<file path="src/rtl/core/tld_ram.sv">
// tld_ram: generic single-port-write, single-port-read ram, registered read
// no dependencies
`default_nettype none
module tld_ram #(
  parameter int WIDTH = 8,
  parameter int DEPTH = 96
) (
  input  wire logic                     clk,
  input  wire logic                     we,
  input  wire logic [$clog2(DEPTH)-1:0] waddr,
  input  wire logic [WIDTH-1:0]         wdata,
  input  wire logic [$clog2(DEPTH)-1:0] raddr,
  output      logic [WIDTH-1:0]         rdata
);
  logic [WIDTH-1:0] mem [DEPTH];
  always_ff @(posedge clk) begin
    if (we) mem[waddr] <= wdata;
    rdata <= mem[raddr];
  end
endmodule
`default_nettype wire

</file>
<file path="config.mk">
export PLATFORM = sky130hd
export DESIGN_NAME = tld_ram
export DESIGN_NICKNAME = d
export VERILOG_FILES = /design/src/rtl/core/tld_ram.sv
export SDC_FILE = /design/constraint.sdc
export NUM_CORES = 1
export LEC_CHECK = 0
export ABC_AREA = 1
export BUFFER_PORTS_ARGS = -buffer_cell sky130_fd_sc_hd__buf_2
export CAP_MARGIN = 20
export CORE_ASPECT_RATIO = 1.4
export CORE_MARGIN = 5
export CORE_UTILIZATION = 45
export CTS_CLUSTER_DIAMETER = 100
export CTS_CLUSTER_SIZE = 24
export DETAILED_ROUTE_END_ITERATION = 10
export PLACE_DENSITY_LB_ADDON = 0.2
export SYNTH_ARGS = -nofsm -noshare
export SYNTH_HDL_FRONTEND = slang
export SYNTH_SLANG_ARGS = --single-unit
export TNS_END_PERCENT = 1
</file>
<file path="constraint.sdc">
create_clock -name clk -period 2 [get_ports clk]
set_input_delay 0.4 -clock clk [delete_from_list [all_inputs] [get_ports clk]]
set_output_delay 0.4 -clock clk [all_outputs]
set_load 0.1 [all_outputs]
</file>
# --- After elaboration in Yosys (flattened, before gate mapping) ---
# Memories as Yosys holds them, arrays and structs flattened. A register that Yosys moved wholly into a read port is not among the register bits.
# Cells that the tools add are included.
totals:
  register_bits: 0
  mem_count: 1
  elab_cells: 3
  input_bits: 24
  ram_bits: 768
  output_inout_bits: 8
mem_list:
  columns: ["name", "depth", "word_bits", "read_ports", "rd_ports_with_merged_regs", "write_ports", "line_no", "rtl"]
  rows:
  - ["mem", 96, 8, 1, 1, 1, "15", "logic [WIDTH-1:0] mem [DEPTH];"]
classes:
  mux: 2
ops:
  columns: ["cell", "count"]
  rows:
  - ["1-bit 2-to-1 mux", 2]

# --- Logic depth before layout (Yosys ltp) ---
# Gate-level depths: netlist (run 1).
depth:
  depth_word: 2
  ltp_mapped: 14
  mapped_depth_nobuf: 11

# --- Worst setup path before layout (run 1) ---
# Ideal clock, no wire load.
synth_path:
  path_kind: "in2reg"
  startpoint: "in we"
  endpoint: "mem mem[43][0] (enable)"
  path_stages: 3
  t_arrival_ns: 1.324
  required_time_ns: 1.630
  setup_ns: 0.370
  setup_slack_ns: 0.306
  n_path_buf: 1
  path_cell_list: "clkbuf_1 > nand3_1 > nor2_1"
synth_between:
  elab_chain_cells: 2
synth_lines:
  columns: ["item", "line_no", "rtl"]
  rows:
  - ["start, declared", "9", "input wire logic we,"]
  - ["1-bit 2-to-1 mux", "17", "if (we) mem[waddr] <= wdata;"]
  - ["1-bit 2-to-1 mux (not written as such)", "17", null]
  - ["end, declared", "15", null]
# No other way between the ends.

# --- Worst setup path in the final report (run 1) ---
layout_path:
  startpoint: "reg rdata[6] (read register of mem)"
  endpoint: "out rdata[6]"
layout_rtl:
  columns: ["item", "line_no", "rtl"]
  rows:
  - ["start, declared", "13", "output logic [WIDTH-1:0] rdata"]
# No word-level cell between the ends.

==> metrics.txt, run 1 <==
status completed; FF+latch count, synth slightly below 800; grt total ovfl 0; CTS tree yes; area of the die between 70000 and 80000 um^2; Worst Max-Slew Pin Slew 0.614 ns; Fillers 6064; Net Count, Synth about 2700; Post-synth ARST share 0%; root buffer cell clkbuf_16; Setup Viol. Count Final 0; synthesized area around 32000 um^2; Boundary Pins 32; mean area per synthesized cell around 12 um^2; Tcrit/Tclk final just under 100%; Setup Skew 0.0276 ns; multi-input logic area approximately 7400 um^2; Post-DRT Antenna Nets 0; Site Rows around 120; r2r startpoint mem[78][5]; post-synth top area share between 70% and 80%; power density over the cells roughly 820 nW/um^2; CTS sink cnt 776; peak supply drop between 900 and 1000 uV; CP startpoint rdata[6]; hold wc startpoint wdata[5]; Die Height about 320 um; Crit path largest cell delay 0.48 ns; Post-layout nets 2846; # DRC 0; Routed WL about 85 mm; Crit path max-delay family buffers and inverters; yosys warns 0; core area between 70000 and 80000 um^2; CTS hold repair buffers 0; H-Tree Depth 2; Pins Over Slew Limit 0; FMAX around 0.52 GHz; area post-placement between 30000 and 40000 um^2; sequential area share after synthesis between 70% and 80%; Main synth FF type edfxtp_1; Area contributors post-synth edfxtp_1, nand2_1, nand3_1; layout cells sized above 1 roughly 11%; Max transition margin between 50% and 60%; post-DP HPWL 54.8 mm; Reg area roughly 23000 um^2; drt pass-1 iters 5; CTS buffer count 38; Total Power 29.2 mW; clk slew on worst S/H paths 0.10 ns; postcts setup bufs 0; min Tclk post-route 1.92 ns; vias in the first global route around 21000; Post-synth top cells nand2_1, edfxtp_1, nand3_1; Starting Density a little under half; Worst Path Required around 1.6 ns; Clk Latency, worst-skew pair a little over 0.6 ns; vias per std cell 5.53; count leader, synth nand2_1; mean routed wirelength per cell around 22 um; CP max-delay cell buf_2; Layout area overhead 12.8%; Worst Slack Setup Final approximately 0.077 ns; CP startpoint kind flip-flop; crit-path cells buf_2; EDFF count, synth around 770; hold crit path type primary input to flip-flop; Crit. End Element output port; fin area between 30000 and 40000 um^2; PortBufs 31; Critical path buffers and inverters 1; max-cap violation count 0; Synth area leader edfxtp_1; Final Hold Viols 0; DRT iter0 DRCs between 2000 and 2500; RSZ-0062 raised after global routing false; number of distinct library cells after synthesis 21; first-pass GRT wire length 130 mm; via count approximately 21000; maximum fanout along the worst path 1; crit path kind flip-flop to output port; pin count of the biggest net entering global routing 97; Post-Synthesis Cells 2674; antenna violations before repair 2; Setup WS pre-CTS -0.323 ns; Routability Congestion between 0.8 and 0.9; Die Wd around 230 um; Total GRT Usage between 20% and 30%; Pleak about 13 nW; CTS Buffer Depth 3; critical path data arrival time 1.52 ns
report_power, final:
group | leakage, nW | internal [mW] | total, mW | switching (mW)
Combinational | 5.31 | 0.760 | 2.54 | 1.78
Clock | 0.523 | 3.73 | 8.70 | 4.97
Sequential | 6.97 | 17.9 | 18.0 | 0.0438
Total | 12.8 | 22.4 | 29.2 | 6.79
metal layers:
layer | GRT usage, % | vias up | routed length, um
met4 | 7.47 | 2 | 2960
met2 | 39.4 | 748 | 43500
met3 | 3.02 | 148 | 4740
met1 | 29.2 | 10350 | 33900
met5 | 0 | - | 13
li1 | - | 9681 | -
metrics by stage:
stage | TNS [ns] | utilization, % | std cells | hold slack [ns]
after floorplan | 0 | - | 2674 | 0.499
after global placement | -1.31 | 49.4 | 3718 | 0.766
after detailed placement | -2.22 | 49.4 | 3718 | 0.764
after CTS | 0 | 51.0 | 3785 | 0.111
after global routing | 0 | 51.0 | 3785 | 0.121
final | 0 | 51.0 | 3786 | 0.133
layout by cell type (no fill, tap or decap):
master and instances:
nand2_1 851, edfxtp_1 768, nand3_1 515, nor2_1 190
buf_4 189, buf_12 62, o21ai_0 54, a21oi_1 48
clkbuf_16 39, clkbuf_1 26, o31ai_1 24, inv_1 20
buf_2 19, o211ai_1 8, o221ai_1 8, nor3_1 8
dfxtp_1 8, o21ai_1 2, inv_6 2, clkbuf_4 2
diode_2 1, clkinv_8 1, clkinv_2 1, inv_2 1
inv_12 1, buf_8 1, buf_6 1
area by class of cell:
type / count / area share (%)
Sequential cell: 776 / 64.9
Inverter: 24 / 0.304
Multi-Input combinational cell: 1708 / 20.6
Clock buffer: 65 / 3.00
Tap cell: 936 / 3.28
Clock inverter: 2 / 0.0700
Timing Repair Buffer: 274 / 7.82
Antenna cell: 1 / 0.00700
sequential cells by signal (all words and copies together) (netlist names):
| signal | count |
|---|---|
| rdata | 8 |
| mem | 768 |
logic make-up after synthesis:
group,after synthesis,share of synthesized area (%)
AO/OA/AOI/OAI,144,2.62
flip-flops,776,73.3
AND/OR/NAND/NOR,1564,20.6
buffers and inverters,190,3.49
worst paths after layout:
| path | slack [ns] | depth (start not counted) | end |
|---|---|---|---|
| hold / removal | 0.13 | 1 | mem[20][5] |
| setup reg to reg | 0.42 | 6 | rdata[5] |
| hold reg to reg | 0.82 | 6 | rdata[1] |
| setup / recovery | 0.08 | 1 | rdata[6] |
repair_timing:
| item | 4_1_cts | 5_1_grt |
|---|---|---|
| resized for setup | 0 | 2 |
| setup endpoints to repair | 0 | 2 |
| hold endpoints to repair | 0 | 0 |
Power figures use the tool's default switching activity.
==> run 2: changes to the inputs <==
Clock period 2 ns to 2.35 ns, I/O delays scaled along.
==> metrics.txt, run 2 (synthesized netlist as in run 1, its figures left out) <==
Final Hold Viols 0 (unchanged); Crit path largest cell delay 0.56 ns (was 0.48 ns); Pleak 12.5 nW (was 12.8 nW); CTS hold repair buffers 0 (unchanged); root buffer cell clkbuf_16 (unchanged); Non-Filler Instances 3743 (was 3786); met2 wire len 42.7 mm (was 43.5 mm); crit path kind flip-flop to output port (unchanged); CTS resizes 0 (unchanged); Regs by FF count mem: 768 flops, rdata: 8 flops (unchanged); first-pass GRT wire length 126 mm (was 130 mm); Max Used Layer met5 (unchanged); critical path data arrival time 1.66 ns (was 1.52 ns); post-DP HPWL 53.6 mm (was 54.8 mm); Crit. End Element output port (unchanged); Routability Congestion 0.868 (was 0.867); CP startpoint kind flip-flop (unchanged); area post-placement 34000 um^2 (was 34600 um^2); CTS buffer count 38 (unchanged); hold crit path type primary input to flip-flop (unchanged); pin count of the biggest net entering global routing 116 (was 97); PortBufs 31 (unchanged); Worst Path Required 1.88 ns (was 1.60 ns); H-Tree Depth 2 (unchanged); Pins Over Slew Limit 0 (unchanged); layout cells sized above 1 9.77% (was 11.2%); core area 70100 um^2 (unchanged); mean routed wirelength per cell 22.5 um (about the same); Die Height 324 um (unchanged); Setup Viol. Count Final 0 (unchanged); status completed (unchanged); Routed WL 84.3 mm (was 85.2 mm); clk slew on worst S/H paths 0.10 ns (about the same); routed wl met3 5.05 mm (was 4.74 mm); Worst Max-Slew Pin Slew 0.703 ns (was 0.614 ns); final setup TNS 0 ns (unchanged); Setup Skew 0.0330 ns (was 0.0276 ns); Site Rows 115 (unchanged); CTS tree yes (unchanged); fin area 35100 um^2 (was 35800 um^2); r2r setup slk 0.69 ns (was 0.42 ns); Max transition margin 53.1% (was 58.7%); via count 20603 (was 20929); register with the highest flop count mem (unchanged); Post-layout nets 2801 (was 2846); power density over the cells 704 nW/um^2 (was 817 nW/um^2); postcts setup bufs 0 (unchanged); min Tclk post-route ~2.1 ns; crit-path cells buf_2 (unchanged); Hold Slack 0.251 ns (was 0.133 ns); CP max-delay cell dfxtp_1 (was buf_2); post-route met1 wirelength 33.7 mm (was 33.9 mm); RSZ-0062 raised after global routing false (unchanged); most frequent cells in the layout nand2_1, edfxtp_1, nand3_1 (unchanged); Tcrit/Tclk final between 90% and 100%; CTS sink cnt 776 (unchanged); Boundary Pins 32 (unchanged); antenna violations before repair 8 (was 2); max FFs per register 768 (unchanged); CTS Buffer Depth 3 (unchanged); drt pass-1 iters 5 (unchanged); Clk Latency, worst-skew pair 0.61 ns (about the same); Starting Density 45.2% (unchanged); DRT iter0 DRCs 1865 (was 2019); placed cell count 3673 (was 3718); area of the die 75900 um^2 (unchanged); final core occ 50.1% (was 51.0%); maximum fanout along the worst path 1 (unchanged); Crit path max-delay family flip-flops (was buffers and inverters); max-cap violation count 0 (unchanged); most common cell after layout, fill and taps aside nand2_1 (unchanged); peak supply drop 965 uV (was 976 uV); Critical path buffers and inverters 1 (unchanged); Total GRT Usage 22.1% (was 22.5%); Die Wd 234 um (unchanged); vias per std cell 5.50 (was 5.53); grt total ovfl 0 (unchanged); vias in the first global route 19989 (was 20886); FMAX between 0.4 and 0.5 GHz; Layout area overhead 10.8% (was 12.8%); Post-DRT Antenna Nets 0 (unchanged); # DRC 0 (unchanged)
run 2: cell types whose count changed in the layout (fill, tap and decap cells not counted):
cell / delta
clkbuf_4: -2
buf_12: -26
buf_2: +2
diode_2: +2
buf_4: -19
run 2: worst paths after layout:
kind / startpoint / end / depth (start not counted)
worst max-delay path: rdata[0] / rdata[0] / 1
worst min-delay path: raddr[6] / rdata[7] / 3
worst max register to register: mem[78][0] / rdata[0] / 6
worst min register to register: mem[68][7] / rdata[7] / 6
run 2: area by class of cell:
cell class / count / area [um^2]
Inverter: 24 / 109
Fill cell: 6201 / 35000
Clock buffer: 65 / 1070
Clock inverter: 2 / 25.0
Antenna cell: 3 / 7.51
Multi-Input combinational cell: 1708 / 7360
Timing Repair Buffer: 229 / 2130
Tap cell: 936 / 1170
Sequential cell: 776 / 23200
run 2: routing by layer:
layer / GRT usage, % / vias to the layer above
met1: 28.8 / 10171
met2: 38.5 / 686
met4: 6.92 / 6
met5: 0 / -
met3: 3.27 / 144
li1: - / 9596
run 2: power by group:
part	internal, mW	switching [mW]
registers	15.2	0.0448
clock network	3.18	4.20
logic	0.539	1.49
run 2: stage by stage:
stage               total power, mW  setup slack (ns)
floorplan                      16.7             0.586
global placement               17.6            -0.122
detailed placement             17.6            -0.104
CTS                            24.9             0.178
global route                   25.6             0.157
finish                         24.7             0.218
==> run 3: changes to the inputs <==
Clock period 2.35 ns to 1.8 ns, I/O delays scaled along.
==> metrics.txt, run 3 (synthesized netlist as in run 1, its figures left out) <==
status completed (unchanged); Layout area overhead 13.2% (was 10.8%); r2r startpoint mem[31][6] (was mem[78][0]); Routability Congestion 0.901 (was 0.868); maximum fanout along the worst path 36 (was 1); CTS buffer count 38 (unchanged); Worst Slack Setup Final 0.0976 ns (was 0.218 ns); vias per std cell 5.49 (was 5.50); crit path kind primary input to flip-flop (was flip-flop to output port); most frequent cells in the layout nand2_1, edfxtp_1, nand3_1 (unchanged); Setup Skew 0.0204 ns (was 0.0330 ns); Post-DRT Antenna Nets 0 (unchanged); CTS sink cnt 776 (unchanged); register with the highest flop count mem (unchanged); PortBufs 31 (unchanged); Clk pwr share 29.6% (was 29.9%); CTS hold repair buffers 0 (unchanged); antenna violations before repair 2 (was 8); Final Hold Viols 0 (unchanged); min Tclk post-route about 1.7 ns; clk slew on worst S/H paths 0.10 ns (about the same); hold path depth 3 (unchanged); Hold Slack 0.133 ns (was 0.251 ns); Regs by FF count mem: 768 flops, rdata: 8 flops (unchanged); Setup Viol. Count Final 0 (unchanged); Setup WS pre-CTS -0.502 ns (was -0.104 ns); RSZ-0062 raised after global routing false (unchanged); Worst Path Required 2.34 ns (was 1.88 ns); core area 70100 um^2 (unchanged); critical path data arrival time 2.25 ns (was 1.66 ns); layout cells sized above 1 11.6% (was 9.77%); Boundary Pins 32 (unchanged); Crit. End Element flip-flop (was output port); first-pass GRT wire length 128 mm (was 126 mm); Sw Ratio 23.1% (was 23.2%); via count 20813 (was 20603); Total GRT Usage 22.3% (was 22.1%); Max transition margin 55.1% (was 53.1%); area of the die 75900 um^2 (unchanged); Die Height 324 um (unchanged); DRT iter0 DRCs 2167 (was 1865); FMAX 0.587 GHz; WHS Endpoint rdata[3] (was rdata[7]); Pins Over Slew Limit 0 (unchanged); Worst Max-Slew Pin Slew 0.673 ns (was 0.703 ns); max FFs per register 768 (unchanged); CP startpoint kind primary input (was flip-flop); post-DP HPWL 55.1 mm (was 53.6 mm); Reg power frac 61.6% (was 61.9%); max-cap violation count 0 (unchanged); Crit path largest cell delay 0.39 ns (was 0.56 ns); peak supply drop 965 uV (about the same); pin count of the biggest net entering global routing 97 (was 116); Tcrit/Tclk final between 90% and 100%; r2r endpoint rdata[6] (was rdata[0]); r2r setup slk 0.20 ns (was 0.69 ns); Die Wd 234 um (unchanged); vias in the first global route 20556 (was 19989); root buffer cell clkbuf_16 (unchanged); # DRC 0 (unchanged); Net Switching 7.48 mW (was 5.74 mW); Routed WL 83.7 mm (was 84.3 mm); H-Tree Depth 2 (unchanged); drt pass-1 iters 5 (unchanged); CTS tree yes (unchanged); most common cell after layout, fill and taps aside nand2_1 (unchanged); Reg2Reg Depth 10 (was 6); internal power 24.9 mW (was 19.0 mW); crit-path cells buf_8 -> buf_4 -> buf_4 -> nand2_1 -> nand3_1 -> nand2_1 -> a21oi_1 -> o31ai_1 -> nand3_1 -> nand3_1 -> nand2_1 (was buf_2); CTS Buffer Depth 3 (unchanged); grt total ovfl 0 (unchanged); Pleak 12.9 nW (was 12.5 nW); Clk Latency, worst-skew pair 0.60 ns (was 0.61 ns); Post-layout nets 2857 (was 2801); Starting Density 45.2% (unchanged); Site Rows 115 (unchanged); hold wc startpoint raddr[6] (unchanged); CP max-delay cell buf_4 (was dfxtp_1); mean routed wirelength per cell 22.1 um (was 22.5 um); combinational share of power 8.8% (was 8.2%); power density over the cells 903 nW/um^2 (was 704 nW/um^2); hold crit path type primary input to flip-flop (unchanged)
-- run 3: changes by cell type in the layout (fill, tap and decap cells not counted), sizes merged --
cell    before  now
clkbuf      65   62
diode        3    1
buf        229  284
-- run 3: worst max-delay path, delay by kind of cell --
kind | cells | cell delay (ns)
and+or+nand+nor | 6 | 0.80
buffers and inverters | 3 | 0.78
AOI/OAI and AO/OA | 2 | 0.25
-- run 3: timing repair --
| action | CTS | global route |
|---|---|---|
| buffers inserted | 0 | 0 |
| resized for setup | 7 | 1 |
| setup endpoints to repair | 7 | 1 |
-- run 3: metrics by stage --
step	util (%)	std cells	cell area, um^2	total power [mW]	TNS [ns]
6_report	51.2	3793	35900	32.4	0
5_1_grt	51.2	3792	35900	33.5	0
4_1_cts	51.2	3792	35900	32.6	0
3_5_place_dp	49.6	3729	34800	23.2	-14.74
3_3_place_gp	49.6	3729	34800	23.2	-10.36
2_1_floorplan	-	2674	31700	21.8	0
-- run 3: routing by layer --
metal | up-vias | global-route usage [%] | share of wire, %
met4 | 2 | 8.50 | 4.2
met5 | - | 0 | 0.016
met1 | 10250 | 28.6 | 39
met3 | 150 | 3.05 | 5.6
li1 | 9696 | - | -
met2 | 715 | 38.6 | 51
-- run 3: cell type report --
class	instances	area (um^2)
Clock inverter	2	25.0
Antenna cell	1	2.50
Timing Repair Buffer	285	2930
Tap cell	936	1170
Inverter	24	109
Multi-Input combinational cell	1708	7360
Clock buffer	61	1060
Fill cell	6118	34200
Sequential cell	776	23200
-- run 3: power groups by stage --
stage / combinational [mW] / clock, mW / sequential, mW
5_1_grt: 3.09 / 10.5 / 20.0
4_1_cts: 2.87 / 9.79 / 19.9
6_report: 2.86 / 9.57 / 19.9
3_5_place_dp: 2.85 / 0 / 20.4
3_3_place_gp: 2.83 / 0 / 20.4
2_1_floorplan: 1.31 / 0 / 20.5
-- run 3: how the worst max path moves through the flow --
| stage | depth (start not counted) | to | slack, ns | start |
|---|---|---|---|---|
| after floorplan | 3 | mem[43][0] | 0.15 | we |
| after global placement | 10 | rdata[6] | -0.52 | raddr[0] |
| after detailed placement | 11 | rdata[6] | -0.50 | raddr[0] |
| after CTS | 1 | rdata[1] | 0.009 | rdata[1] |
| after global routing | 11 | rdata[6] | 0.01 | raddr[0] |
| final | 11 | rdata[6] | 0.1 | raddr[0] |
